[src/rtl/core/kfr_pkg.sv]
`default_nettype none

package kfr_pkg;

    // Queue geometry and field widths.
    localparam int DEPTH       = 16;
    localparam int KEY_BITS    = 16;
    localparam int HANDLE_BITS = 32;
    localparam int PTR_W       = $clog2(DEPTH);
    localparam int CNT_W       = $clog2(DEPTH + 1);

    // Command codes carried by an input beat.
    typedef enum logic [1:0] {
        CMD_ENQUEUE = 2'd0,
        CMD_DEQUEUE = 2'd1,
        CMD_FIND    = 2'd2,
        CMD_REMOVE  = 2'd3
    } t_cmd;

    // Status codes carried by a result beat.
    typedef enum logic [1:0] {
        ST_OK      = 2'd0,
        ST_FULL    = 2'd1,
        ST_EMPTY   = 2'd2,
        ST_MISSING = 2'd3
    } t_status;

    // Input beat.
    typedef struct packed {
        t_cmd                   command;
        logic [KEY_BITS-1:0]    key;
        logic [HANDLE_BITS-1:0] handle;
    } t_cmd_beat;

    // Result beat.
    typedef struct packed {
        t_status                status;
        logic [HANDLE_BITS-1:0] handle_out;
        logic                   head_valid;
        logic [KEY_BITS-1:0]    head_key;
        logic [HANDLE_BITS-1:0] head_handle;
        logic [CNT_W-1:0]       entry_count;
    } t_res_beat;

    // One slot of the entry memory.
    typedef struct packed {
        logic [KEY_BITS-1:0]    key;
        logic [HANDLE_BITS-1:0] handle;
    } t_entry;

endpackage

`default_nettype wire

[src/rtl/core/keyed_fifo_with_remove_unit.sv]
`default_nettype none

// Channel   Direction  Handshake                    Beat
// command   in         i_in_valid / o_in_stall      i_in_data  (t_cmd_beat)
// result    out        o_out_valid / i_out_stall    o_out_data (t_res_beat)
//
// Entries live in a circular buffer memory (one write port, one registered read port).
// Enqueue passes through S_HEAD and S_OUT, dequeue through S_POP, S_HEAD and S_OUT. Find scans
// the entries from the oldest at one read a cycle. A remove then moves every younger entry
// one slot toward the head, one slot a cycle, before it too passes through S_HEAD and S_OUT.
// One command is worked on at a time; the next is accepted once the result is registered,
// and a waiting result that is stalled holds the command in S_OUT.
// Reset clears the counters and the result valid; memory contents are left as they are.
module keyed_fifo_with_remove_unit
    import kfr_pkg::*;
(
    input  wire logic      i_clk,
    input  wire logic      i_rst_n,
    input  wire logic      i_in_valid,
    output logic           o_in_stall,
    input  wire t_cmd_beat i_in_data,
    output logic           o_out_valid,
    input  wire logic      i_out_stall,
    output t_res_beat      o_out_data
);

    typedef enum logic [2:0] {
        S_IDLE,
        S_POP,
        S_SCAN,
        S_SHIFT,
        S_HEAD,
        S_OUT
    } t_state;

    // Position in arrival order to memory address, wrapping at DEPTH.
    function automatic logic [PTR_W-1:0] f_addr(input logic [PTR_W-1:0] base,
                                                input logic [PTR_W-1:0] pos);
        logic [PTR_W:0] sum;
        sum = {1'b0, base} + {1'b0, pos};
        if (sum >= (PTR_W+1)'(DEPTH)) begin
            sum = sum - (PTR_W+1)'(DEPTH);
        end
        return sum[PTR_W-1:0];
    endfunction

    t_entry r_mem [DEPTH];
    t_entry r_rd_data;

    t_state                 r_state,  n_state;
    t_cmd                   r_cmd,    n_cmd;
    logic [KEY_BITS-1:0]    r_key,    n_key;
    t_status                r_status, n_status;
    logic [HANDLE_BITS-1:0] r_hout,   n_hout;
    logic [PTR_W-1:0]       r_head,   n_head;
    logic [CNT_W-1:0]       r_count,  n_count;
    logic [CNT_W-1:0]       r_idx,    n_idx;
    logic [CNT_W-1:0]       r_pidx,   n_pidx;
    logic                   r_pend,   n_pend;
    logic                   r_out_valid, n_out_valid;
    t_res_beat              r_out,    n_out;

    logic             mem_we;
    logic [PTR_W-1:0] mem_waddr;
    t_entry           mem_wdata;
    logic             mem_re;
    logic [PTR_W-1:0] mem_raddr;

    logic [CNT_W:0] w_idx1;
    logic [CNT_W:0] w_idx2;
    logic [CNT_W:0] w_cnt;
    logic           w_accept;

    assign w_idx1   = {1'b0, r_idx} + (CNT_W+1)'(1);
    assign w_idx2   = {1'b0, r_idx} + (CNT_W+1)'(2);
    assign w_cnt    = {1'b0, r_count};
    assign w_accept = i_in_valid && (r_state == S_IDLE);

    // Sequencer: next state, counters and memory port controls.
    always_comb begin
        n_state     = r_state;
        n_cmd       = r_cmd;
        n_key       = r_key;
        n_status    = r_status;
        n_hout      = r_hout;
        n_head      = r_head;
        n_count     = r_count;
        n_idx       = r_idx;
        n_pidx      = r_pidx;
        n_pend      = r_pend;
        n_out       = r_out;
        n_out_valid = r_out_valid && i_out_stall;
        mem_we      = 1'b0;
        mem_waddr   = r_head;
        mem_wdata   = r_rd_data;
        mem_re      = 1'b0;
        mem_raddr   = r_head;

        case (r_state)
            S_IDLE: begin
                if (w_accept) begin
                    n_cmd    = i_in_data.command;
                    n_key    = i_in_data.key;
                    n_status = ST_OK;
                    n_hout   = '0;
                    n_idx    = '0;
                    n_pend   = 1'b0;
                    case (i_in_data.command)
                        CMD_ENQUEUE: begin
                            if (r_count == CNT_W'(DEPTH)) begin
                                n_status = ST_FULL;
                            end else begin
                                mem_we           = 1'b1;
                                mem_waddr        = f_addr(r_head, r_count[PTR_W-1:0]);
                                mem_wdata.key    = i_in_data.key;
                                mem_wdata.handle = i_in_data.handle;
                                n_count          = r_count + CNT_W'(1);
                            end
                            n_state = S_HEAD;
                        end
                        CMD_DEQUEUE: begin
                            if (r_count == '0) begin
                                n_status = ST_EMPTY;
                                n_state  = S_HEAD;
                            end else begin
                                mem_re  = 1'b1;
                                n_state = S_POP;
                            end
                        end
                        default: begin
                            if (r_count == '0) begin
                                n_status = ST_MISSING;
                                n_state  = S_HEAD;
                            end else begin
                                n_state = S_SCAN;
                            end
                        end
                    endcase
                end
            end

            // The oldest entry is on the read port; drop it.
            S_POP: begin
                n_hout  = r_rd_data.handle;
                n_head  = f_addr(r_head, PTR_W'(1));
                n_count = r_count - CNT_W'(1);
                n_state = S_HEAD;
            end

            // One read issued per cycle; the previous read is compared.
            S_SCAN: begin
                if (r_pend && (r_rd_data.key == r_key)) begin
                    n_pend = 1'b0;
                    if (r_cmd == CMD_FIND) begin
                        n_hout  = r_rd_data.handle;
                        n_state = S_HEAD;
                    end else begin
                        n_idx   = r_pidx;
                        n_state = S_SHIFT;
                    end
                end else if (r_idx < r_count) begin
                    mem_re    = 1'b1;
                    mem_raddr = f_addr(r_head, r_idx[PTR_W-1:0]);
                    n_pidx    = r_idx;
                    n_pend    = 1'b1;
                    n_idx     = w_idx1[CNT_W-1:0];
                end else begin
                    n_status = ST_MISSING;
                    n_pend   = 1'b0;
                    n_state  = S_HEAD;
                end
            end

            // Close the gap: the entry read last cycle moves one slot toward the head.
            S_SHIFT: begin
                if (r_pend) begin
                    mem_we    = 1'b1;
                    mem_waddr = f_addr(r_head, r_idx[PTR_W-1:0]);
                    mem_wdata = r_rd_data;
                    n_idx     = w_idx1[CNT_W-1:0];
                    if (w_idx2 < w_cnt) begin
                        mem_re    = 1'b1;
                        mem_raddr = f_addr(r_head, w_idx2[PTR_W-1:0]);
                        n_pend    = 1'b1;
                    end else begin
                        n_pend = 1'b0;
                    end
                end else if (w_idx1 < w_cnt) begin
                    mem_re    = 1'b1;
                    mem_raddr = f_addr(r_head, w_idx1[PTR_W-1:0]);
                    n_pend    = 1'b1;
                end else begin
                    n_count = r_count - CNT_W'(1);
                    n_state = S_HEAD;
                end
            end

            // Fetch the head entry for the result.
            S_HEAD: begin
                mem_re  = 1'b1;
                n_state = S_OUT;
            end

            // Load the result register once it is free.
            S_OUT: begin
                if (!r_out_valid || !i_out_stall) begin
                    n_out.status      = r_status;
                    n_out.handle_out  = r_hout;
                    n_out.entry_count = r_count;
                    if (r_count != '0) begin
                        n_out.head_valid  = 1'b1;
                        n_out.head_key    = r_rd_data.key;
                        n_out.head_handle = r_rd_data.handle;
                    end else begin
                        n_out.head_valid  = 1'b0;
                        n_out.head_key    = '0;
                        n_out.head_handle = '0;
                    end
                    n_out_valid = 1'b1;
                    n_state     = S_IDLE;
                end
            end

            default: begin
                n_state = S_IDLE;
            end
        endcase
    end

    // Entry memory with a registered read port.
    always_ff @(posedge i_clk) begin
        if (mem_we) begin
            r_mem[mem_waddr] <= mem_wdata;
        end
        if (mem_re) begin
            r_rd_data <= r_mem[mem_raddr];
        end
    end

    // State, counters and the result register.
    always_ff @(posedge i_clk) begin
        if (!i_rst_n) begin
            r_state     <= S_IDLE;
            r_head      <= '0;
            r_count     <= '0;
            r_pend      <= 1'b0;
            r_out_valid <= 1'b0;
        end else begin
            r_state     <= n_state;
            r_head      <= n_head;
            r_count     <= n_count;
            r_pend      <= n_pend;
            r_out_valid <= n_out_valid;
        end
        r_cmd    <= n_cmd;
        r_key    <= n_key;
        r_status <= n_status;
        r_hout   <= n_hout;
        r_idx    <= n_idx;
        r_pidx   <= n_pidx;
        r_out    <= n_out;
    end

    assign o_in_stall  = (r_state != S_IDLE);
    assign o_out_valid = r_out_valid;
    assign o_out_data  = r_out;

endmodule

`default_nettype wire
[config.mk]
export PLATFORM = sky130hd
export DESIGN_NAME = keyed_fifo_with_remove_unit
export DESIGN_NICKNAME = d
export VERILOG_FILES = /design/src/rtl/core/kfr_pkg.sv /design/src/rtl/core/keyed_fifo_with_remove_unit.sv
export SDC_FILE = /design/constraint.sdc
export NUM_CORES = 1
export LEC_CHECK = 0
export ABC_CLOCK_PERIOD_IN_PS = 7400
export BUFFER_PORTS_ARGS = -buffer_cell sky130_fd_sc_hd__buf_2
export CAP_MARGIN = 20
export CORE_ASPECT_RATIO = 0.5
export CORE_MARGIN = 2
export CORE_UTILIZATION = 35
export DETAILED_ROUTE_END_ITERATION = 12
export SETUP_SLACK_MARGIN = 0.05
export SLEW_MARGIN = 40
export SYNTH_ARGS = -nofsm -noshare
export SYNTH_HDL_FRONTEND = slang
export SYNTH_SLANG_ARGS = --single-unit
[constraint.sdc]
create_clock -name i_clk -period 7.4 [get_ports i_clk]
set_input_delay 0.37 -clock i_clk [delete_from_list [all_inputs] [get_ports i_clk]]
set_output_delay 0.37 -clock i_clk [all_outputs]
set_load 0.01 [all_outputs]
# Word level (Yosys, flattened, before mapping)
# Memories as Yosys holds them, arrays and structs flattened. A register that Yosys moved wholly into a read port is not among the register bits.
# Cells that the tools add are included.
[totals] out_inout_bits=90 ram_bits=768 inputBits=54 reg_bits=164 memories=1
[op_classes] n_lt_le_gt_ge=8 bitwise=1 eq_ne=23 mux=76 add_sub_neg=14 reduce_logical=24
[memory_table] name="r_mem" depth=16 word_bits=48 read_ports=1 rd_ports_with_merged_regs=1 write_ports=1 line_no="keyed_fifo_with_remove_unit.sv:47" text="t_entry r_mem [DEPTH];"
[op_table] op="48-bit 2-to-1 mux" count=4
[op_table] op="32-bit 2-to-1 mux" count=3
[op_table] op="32-bit one-hot mux with 3 select lines" count=1
[op_table] op="4-bit 2-to-1 mux" count=14
[op_table] op="5-bit 2-to-1 mux" count=10
[op_table] op="49-bit 2-to-1 mux" count=1
[op_table] op="5-bit one-hot mux with 3 select lines" count=2
[op_table] op="3-bit 2-to-1 mux" count=9
[op_table] op="5-bit >= comparator (second input constant)" count=5
[op_table] op="4-bit by 4-bit adder with 5-bit output" count=4
[op_table] op="2-bit inequality test (second input constant)" count=10
[op_table] op="4-bit by 1-bit subtractor with 4-bit output (second input constant)" count=5
[op_table] op="1-bit 2-to-1 mux" count=18
[op_table] op="3-bit one-hot mux with 6 select lines" count=1
[op_table] op="16-bit == test" count=1
[op_table] op="4-bit one-hot mux with 2 select lines" count=2
[op_table] op="6-bit by 5-bit < comparator with 1-bit output" count=2
[op_table] op="3-bit nonzero test" count=4
[op_table] op="2-bit 2-to-1 mux" count=5
[op_table] op="5-bit AND reduction" count=2
[op_table] op="3-bit inequality test (second input constant)" count=3
[op_table] op="2-bit one-hot mux with 2 select lines" count=2
[op_table] op="4-bit AND reduction" count=2
[op_table] op="5-bit by 1-bit adder with 6-bit output (second input constant)" count=1
[op_table] op="other kinds (28)" count=35

# Depth between registers and ports, before layout
# Gate-level depths: netlist of run 1.
[depth] depth_word=7 depth_mapped=16 depth_no_buf=13

# Least setup slack after synthesis of run 1
# Ideal clock, no wire load.
[synth_path] kind="register to register" startpoint="register r_state[0]" endpoint="register r_out, in the netlist o_out_data[0] (enable)" n_path_buf=2 path_stages_with_launch=5 setup_time_ns=0.563 period_less_slack_ns=5.950 required_ns=6.837 arrival_ns=5.387 setup_slack_ns=1.450 path_cell_list="dfxtp_1 > clkbuf_1 > buf_1 > nand3b_1 > a21oi_1"
[synth_between] elab_chain_cells=2
[synth_lines] item="start: declaration" line_no="keyed_fifo_with_remove_unit.sv:50" text="t_state r_state, n_state;"
[synth_lines] item="start signal: assignment" line_no="keyed_fifo_with_remove_unit.sv:249" text="r_state <= n_state;"
[synth_lines] item="3-bit == test" line_no="keyed_fifo_with_remove_unit.sv:99" text="case (r_state)"
[synth_lines] item="2-bit AND reduction (no source line)"
[synth_lines] item="end signal: assignment" line_no="keyed_fifo_with_remove_unit.sv:261" text="r_out <= n_out;"
[synth_lines] item="end: declaration" line_no="keyed_fifo_with_remove_unit.sv:61" text="t_res_beat r_out, n_out;"
# No other way between the ends.
# A chain may end at the register's enable or synchronous reset.

# Worst setup path in the final report of run 1
[layout_path] startpoint="register r_idx[1]" endpoint="register, netlist name r_rd_data[20]"
[layout_between] elab_chain_cells=7
[layout_lines] item="start: declaration" line_no="keyed_fifo_with_remove_unit.sv:57" text="logic [CNT_W-1:0] r_idx, n_idx;"
[layout_lines] item="start signal: assignment" line_no="keyed_fifo_with_remove_unit.sv:259" text="r_idx <= n_idx;"
[layout_lines] item="5-bit by 1-bit adder with 6-bit output or 5-bit by 2-bit adder with 6-bit output (tied branches)" line_no="keyed_fifo_with_remove_unit.sv:74, keyed_fifo_with_remove_unit.sv:75"
[layout_lines] item="4-bit by 4-bit adder with 5-bit output" line_no="keyed_fifo_with_remove_unit.sv:40" text="sum = {1'b0, base} + {1'b0, pos};"
[layout_lines] item="4-bit by 1-bit subtractor with 4-bit output or 5-bit >= comparator (tied branches)" line_no="keyed_fifo_with_remove_unit.sv:42, keyed_fifo_with_remove_unit.sv:41"
[layout_lines] item="4-bit 2-to-1 mux" line_no="keyed_fifo_with_remove_unit.sv:41" text="if (sum >= (PTR_W+1)'(DEPTH)) begin"
[layout_lines] item="4-bit 2-to-1 mux, on equally long branches" line_no="keyed_fifo_with_remove_unit.sv:188, keyed_fifo_with_remove_unit.sv:181"
[layout_lines] item="4-bit 2-to-1 mux" line_no="keyed_fifo_with_remove_unit.sv:176" text="if (r_pend) begin"
[layout_lines] item="4-bit one-hot mux with 2 select lines" line_no="keyed_fifo_with_remove_unit.sv:99"
# Several ways; a longest one is shown, not always the timed one.

==> impl_metrics.py, run 1 <==
metrics = {
    "status": {
        "status": "completed",
    },
    "placement": {
        "dp_hpwl_um": 56300,
        "gp_congestion": 0.876,
        "placed_cell_area_mm2": 0.0425,
        "numPortBuffers": 143,
    },
    "synth": {
        "syn-num-nets": 2697,
        "synth-seq-area-share_pct": 73.9,
        "yosys.area_share.adder_pct": 1.17,
        "synth_compound_area_share_pct": 9.91,
        "ys.flop_type": "edfxtp_1",
        "synthCells": 2609,
        "muxShareOfSynthArea_pct": 2.58,
        "synthDistinctLibCells": 70,
        "async_flop_share_pct": 0,
        "syn_area_per_cell_um2": 15.2,
        "ys_warn_count": 0,
        "synth_edf_count": 966,
        "ys_ff_latch": 980,
        "synth_area_mm2": 0.0397,
        "synth_xor_area_share_pct": 0.817,
        "synth_top_family_by_area": "compound AO/OA/AOI/OAI gates",
        "yosys.area_share.simple_pct": 9.40,
    },
    "detailed_routing": {
        "drc": 0,
        "wirelength_um": 105000,
        "wl_met2_um": 50400,
        "drt_iter0_drc": 2258,
        "wl_met1_um": 46000,
        "met3_length_um": 6480,
        "drtAntennaViolNets": 0,
        "num_vias": 23642,
        "top_layer_used": "met4",
        "wl_per_cell_um": 24.3,
        "drtPass1Iterations": 5,
        "viasPerCell": 5.46,
    },
    "clock_network": {
        "clock-sinks": 980,
        "cts_tree": "built",
        "cts-htree-levels": 3,
        "cts_buffer_depth": 3,
        "clk_pin_slew_ns": 0.07,
        "numCtsBuffers": 93,
        "root_buffer": "clkbuf_16",
        "clock_latency_ns": 0.73,
    },
    "sta": {
        "max-slew-margin-rel_pct": 37.6,
        "rsz0062_at_grt": "false",
        "slew_violations": 0,
        "worst_pin_slew_ns": 0.936,
        "finalCriticalPeriod_ns": 5.46,
        "whs_ns": 0.291,
        "setup_tns_ns": 0,
        "max_freq_mhz": 183,
        "finalCritPeriodShare_pct": 73.8,
        "setup_violations": 0,
        "hold_viol": 0,
        "skew_ns": 0.0690,
    },
    "global_routing": {
        "antenna_found_initial": 1,
        "grtUsageTotal_pct": 17.8,
        "overflow": 0,
        "first_global_vias": 23013,
        "grt_max_degree": 129,
        "grt_pass1_wl_um": 156000,
    },
    "worst_hold_path": {
        "hp-class": "input pin to register",
    },
    "die": {
        "die_h_um": 242,
        "io_pins": 144,
        "dieArea_mm2": 0.116,
        "initial_core_util_pct": 35.2,
        "fp.coreArea_mm2": 0.113,
        "die_x_um": 480,
        "fp-row-count": 87,
    },
    "cells_and_area": {
        "stdcell_area_mm2": 0.0456,
        "final_layout_size_suffix_gt1_share_pct": 13.7,
        "fin_nets": 2840,
        "diodes": 0,
        "area_growth_pct": 15.1,
    },
    "setup_path": {
        "critPathLaunchType": "register",
        "required_ns": 7.80,
        "crit_arrival_ns": 5.86,
        "cp_max_fo": 52,
        "crit_path_end_kind": "register",
        "critPathKind": "register to register",
    },
    "power": {
        "powerDensity_mw_per_mm2": 331,
        "irDropWorstVdd_mv": 0.214,
        "p_leak_nw": 15.6,
    },
    "job": {
        "cap_viol_max_count": 0,
    },
}
## cell usage in the layout, fill, tap and decap left out, types with 4 or more instances in the layout
| cell type | Yosys | layout |
|---|---|---|
| edfxtp_1 | 966 | 966 |
| nand2_1 | 361 | 360 |
| a211oi_1 | 285 | 285 |
| and3_1 | 147 | 147 |
| buf_2 | 39 | 143 |
| mux2i_1 | 101 | 101 |
| a311oi_1 | 99 | 98 |
| clkbuf_16 | 0 | 93 |
| o21a_1 | 52 | 52 |
| or4_1 | 49 | 49 |
| and2_1 | 52 | 49 |
| nor2b_1 | 40 | 40 |
| buf_4 | 10 | 36 |
| nor2_1 | 49 | 31 |
| ha_1 | 29 | 29 |
| a21oi_1 | 24 | 23 |
| xor2_1 | 21 | 21 |
| clkinv_1 | 0 | 20 |
| clkbuf_1 | 121 | 20 |
| dlygate4sd3_1 | 0 | 20 |
| nor2_4 | 0 | 19 |
| xnor2_1 | 16 | 16 |
| dfxtp_1 | 14 | 14 |
| inv_1 | 14 | 13 |
| buf_12 | 0 | 13 |
| a21o_1 | 10 | 10 |
| clkinv_2 | 0 | 10 |
| buf_8 | 0 | 10 |
| buf_6 | 8 | 10 |
| nor3_1 | 9 | 8 |
| o21ai_0 | 9 | 8 |
| nand3_1 | 7 | 7 |
| clkinv_16 | 0 | 6 |
| nand2b_1 | 5 | 5 |
| fa_1 | 5 | 5 |
| bufinv_16 | 0 | 4 |
## sequential cells by signal, indices dropped and copies added, names as in the netlist
register	count
r_cmd	2
r_key	16
r_pend	1
r_head	4
o_out_valid	1
o_out_data	88
r_state	3
r_count	5
r_pidx	5
r_status	2
r_rd_data	48
r_idx	5
r_mem	768
r_hout	32
## synth_stat cells (21+ instances only)
cell      number  share of area, %
edfxtp_1     966                73
nand2_1      361               3.4
a211oi_1     285               5.4
and3_1       147               2.3
clkbuf_1     121               1.1
mux2i_1      101               2.5
a311oi_1      99               2.2
and2_1        52              0.82
o21a_1        52              0.98
nor2_1        49              0.46
or4_1         49              0.93
nor2b_1       40              0.63
buf_2         39              0.49
ha_1          29              0.92
a21oi_1       24              0.30
xor2_1        21              0.46
## repair_timing
item / CTS / global route
resized for setup: 0 / 0
buffers inserted: 0 / 0
hold endpoints to repair: 20 / 0
hold buffers: 20 / 0
setup endpoints to repair: 0 / 0
## area by class of cell
type / instances / area [µm²]
flip-flops and latches: 980 / 29300
inverters: 14 / 52.6
repair buffers: 234 / 1760
clock buffers: 113 / 2400
clock inverters: 48 / 503
well taps: 1513 / 1890
multi-input cells: 1429 / 9720
fillers: 10230 / 66900
## stage by stage
stage / cells / util [%] / worst slack (ns) / power [mW]
after detailed placement: 4149 / 37.8 / 1.94 / 10.6
final: 4331 / 40.5 / 1.94 / 15.1
after global routing: 4331 / 40.5 / 1.70 / 15.8
after global placement: 4136 / 37.5 / 2.04 / 10.5
after floorplan: 2609 / - / 1.45 / 9.46
after CTS: 4330 / 40.5 / 1.94 / 15.2
## critical path, stage by stage (launching register included)
cell and delay (ns):
edfxtp_1 0.54, ha_1 0.31, nand2_1 0.10, xnor2_1 0.20, ha_1 0.35, a21oi_1 0.09, o21ai_1 0.35, nor4_2 0.12
a21oi_1 0.28, o211a_2 0.62, buf_4 0.63, nor2_4 0.21, buf_16 0.25, buf_12 0.19, a211oi_1 0.26, a211oi_1 0.08
or4_1 0.54
## power by group
| group | internal [mW] | switching (mW) | total [mW] |
|---|---|---|---|
| registers | 7.17 | 0.251 | 7.42 |
| logic | 0.880 | 2.21 | 3.09 |
| clock network | 2.48 | 2.13 | 4.61 |
## logic make-up after synthesis
logic type	Yosys count
DFF	980
and+or+nand+nor	743
AOI/OAI and AO/OA	513
buffers and inverters	200
muxes	102
xor gates and xnor gates	37
adders and majority gates	34
## layer usage
| metal | vias up | GRT usage [%] |
|---|---|---|
| li1 | 10487 | - |
| met1 | 12180 | 24.7 |
| met2 | 831 | 29.2 |
| met3 | 144 | 2.87 |
| met4 | 0 | 4.72 |
| met5 | - | 0 |
## path summary, 6_finish.rpt
| kind | from | to | slack (ns) | depth (start not counted) |
|---|---|---|---|---|
| setup reg to reg | r_idx[1] | r_rd_data[20] | 1.94 | 16 |
| hold reg to reg | r_hout[6] | o_out_data[60] | 0.42 | 0 |
| hold / removal | i_in_valid | r_pend | 0.29 | 5 |
| setup / recovery | r_idx[1] | r_rd_data[20] | 1.94 | 16 |
Power figures use the tool's default switching activity.
==> run 2: changes to the inputs <==
--- a/config.mk
+++ b/config.mk
@@ -5,7 +5,8 @@
 export SDC_FILE = /design/constraint.sdc
 export NUM_CORES = 1
 export LEC_CHECK = 0
-export ABC_CLOCK_PERIOD_IN_PS = 7400
+export ABC_AREA = 1
+export ABC_CLOCK_PERIOD_IN_PS = 5300
 export BUFFER_PORTS_ARGS = -buffer_cell sky130_fd_sc_hd__buf_2
 export CAP_MARGIN = 20
 export CORE_ASPECT_RATIO = 0.5
==> constraint.sdc (replaced) <==
create_clock -name i_clk -period 5.3 [get_ports i_clk]
set_input_delay 0.265 -clock i_clk [delete_from_list [all_inputs] [get_ports i_clk]]
set_output_delay 0.265 -clock i_clk [all_outputs]
set_load 0.01 [all_outputs]
==> run 2 against run 1 <==
Routed wire length grew 9.0%. Via count increased by 26%. Total power up 68%. First-iteration DRC count up 30%. Hold slack got worse by 0.18 ns. Sequential share of layout area decreased by 4.9 points. Combinational power rose to 2.5 times the previous value. Largest cell class unchanged.
==> impl_metrics.py, run 2 <==
metrics = {
    "detailed_routing": {
        "num_vias": 29693,
        "viasPerCell": 5.06,
        "drtAntennaViolNets": 0,
        "drc": 0,
        "drtPass1Iterations": 8,
        "wirelength_um": 115000,
        "drt_iter0_drc": 2943,
        "wl_per_cell_um": 19.6,
    },
    "synth": {
        "synth_edf_count": 966,
        "netlist_top_cells_area": "edfxtp_1 (67%), nand3_1 (10%), nand2_1 (9.4%)",
        "ys_ff_latch": 980,
        "yosys-top-cells-count": "nand2_1 (1077), edfxtp_1 (966), nand3_1 (885)",
        "synthDistinctLibCells": 43,
        "ys.flop_type": "edfxtp_1",
        "yosys.area.top_type": "edfxtp_1",
        "synth_area_mm2": 0.0431,
        "synth.most_common_cell": "nand2_1",
        "ys_warn_count": 0,
        "synthCells": 4036,
        "syn_area_per_cell_um2": 10.7,
        "synth-seq-area-share_pct": 68.0,
        "async_flop_share_pct": 0,
        "syn-num-nets": 4124,
        "synthDominantCellAreaShare_pct": 67.3,
    },
    "sta": {
        "rsz0062_at_grt": "false",
        "slew_violations": 0,
        "hold_viol": 0,
        "skew_ns": 0.0303,
        "finalCritPeriodShare_pct": 78.1,
        "setup_tns_ns": 0,
        "finalCriticalPeriod_ns": 4.14,
        "worst_pin_slew_ns": 0.830,
        "max-slew-margin-rel_pct": 44.7,
        "whs_ns": 0.114,
        "max_freq_mhz": 242,
        "setup_ws_ns": 1.16,
        "setup_violations": 0,
    },
    "clock_network": {
        "clk_pin_slew_ns": 0.06,
        "cts_tree": "built",
        "clock-sinks": 980,
        "cts.hold.buffers_added": 20,
        "numCtsBuffers": 97,
        "clock_latency_ns": 0.68,
        "cts-htree-levels": 3,
        "root_buffer": "clkbuf_16",
        "cts_buffer_depth": 3,
        "postCtsSetupBuffers": 0,
        "cts_resized": 0,
    },
    "setup_path": {
        "crit_path_end_kind": "register",
        "critPathLaunchType": "register",
        "crit_start": "r_idx[1]",
        "path_common_cell": "nand3_1",
        "cp_cell_sequence": "ha_1, inv_1, o21ai_0, nand2_1, inv_1, ha_1, nand2_1, inv_1, nand3_1, nand3_2, nand2_1, a21oi_1, nor2_2, nand2_8, buf_12, buf_16, buf_16, nand3_1, nand3_1, nand3_1, nand3_1, nand2_1",
        "critPathMaxStageDelay_ns": 0.52,
        "required_ns": 5.72,
        "critPathKind": "register to register",
        "cp_slowest_cell": "edfxtp_1",
        "r2r_start": "r_idx[1]",
        "crit_arrival_ns": 4.56,
        "cp_max_fo": 80,
    },
    "worst_hold_path": {
        "hp-class": "input pin to register",
        "worstHoldStart": "i_in_data[15]",
    },
    "die": {
        "fp-row-count": 90,
        "io_pins": 144,
        "dieArea_mm2": 0.126,
        "die_x_um": 500,
        "die_h_um": 252,
        "initial_core_util_pct": 35.5,
        "fp.coreArea_mm2": 0.121,
    },
    "placement": {
        "dp_cells": 5674,
        "post-place-ws_ns": 1.21,
        "numPortBuffers": 143,
        "gp_congestion": 0.852,
        "placed_cell_area_mm2": 0.0460,
        "dp_hpwl_um": 59700,
    },
    "global_routing": {
        "grt_max_degree": 113,
        "grt_pass1_wl_um": 173000,
        "first_global_vias": 28267,
        "antenna_found_initial": 1,
        "overflow": 0,
        "grtUsageTotal_pct": 17.9,
    },
    "power": {
        "irDropWorstVdd_mv": 0.309,
        "powerDensity_mw_per_mm2": 514,
        "p_leak_nw": 20.2,
        "total_power_mw": 25.4,
    },
    "status": {
        "status": "completed",
    },
    "cells_and_area": {
        "largest_reg_flops": 768,
        "final_cells": 5866,
        "final_layout_size_suffix_gt1_share_pct": 10.1,
        "area_growth_pct": 14.5,
        "diodes": 0,
        "layout_common_cells": "nand2_1 (1075), edfxtp_1 (966), nand3_1 (885), inv_1 (551), buf_2 (143)",
        "stdcell_area_mm2": 0.0494,
        "final_util_pct": 40.7,
        "largest-register": "r_mem",
        "fillCellCount": 11474,
        "fin_nets": 4271,
        "layout_commonest_cell": "nand2_1",
    },
    "job": {
        "cap_viol_max_count": 0,
    },
}
[run 2: cell count changes in the layout (fill, tap and decap cells not counted), sizes merged, moves of 60 or more]
cell	previous run	this run
a211oi	285	0
a311oi	99	0
and3	147	1
inv	17	560
mux2i	101	0
nand2	362	1084
nand3	7	887
nor2	50	110
o21ai	12	77
[run 2: final timing paths]
| path | slack [ns] | cells after the start | endpoint |
|---|---|---|---|
| hold reg to reg | 0.41 | 0 | o_out_data[83] |
| setup / recovery | 1.16 | 22 | r_rd_data[25] |
| setup reg to reg | 1.16 | 22 | r_rd_data[25] |
| hold / removal | 0.11 | 4 | r_mem[4][15] |
[run 2: report_power, final]
part	internal [mW]	total [mW]	switching (mW)	leakage (nW)
registers	10.2	10.5	0.364	8.90
logic	2.25	7.86	5.61	9.80
clock network	4.08	6.99	2.91	1.55
[run 2: area by class of cell]
type	count	area, µm²	area share, %
Clock inverter	44	584	1.18
Timing Repair Buffer	267	2130	4.31
Multi-Input combinational cell	2275	10600	21.5
Inverter	562	2120	4.29
Clock buffer	128	2610	5.28
Tap cell	1610	2010	4.08
Sequential cell	980	29300	59.3
[run 2: cell families after synthesis]
group / share of synthesized area (%)
xor+xnor: 0.345
simple gates: 21.3
flops: 68.0
compound gates: 1.47
buf+inv: 7.89
fa+ha+maj: 1.07
[run 2: per-layer routing]
layer | vias up | wire [µm] | track usage, %
li1 | 13811 | - | -
met1 | 14580 | 50700 | 25.0
met2 | 1114 | 52800 | 28.8
met3 | 188 | 8220 | 2.62
met4 | 0 | 3130 | 5.38
met5 | - | 0 | 0
[run 2: worst max-delay path, delay by kind of cell (launching register included)]
family | cells | cell delay (ns)
buffers and inverters | 6 | 1.07
adders and majority gates | 2 | 0.60
AOI/OAI and AO/OA | 2 | 0.24
and+or+nand+nor | 12 | 1.26
DFF | 1 | 0.52
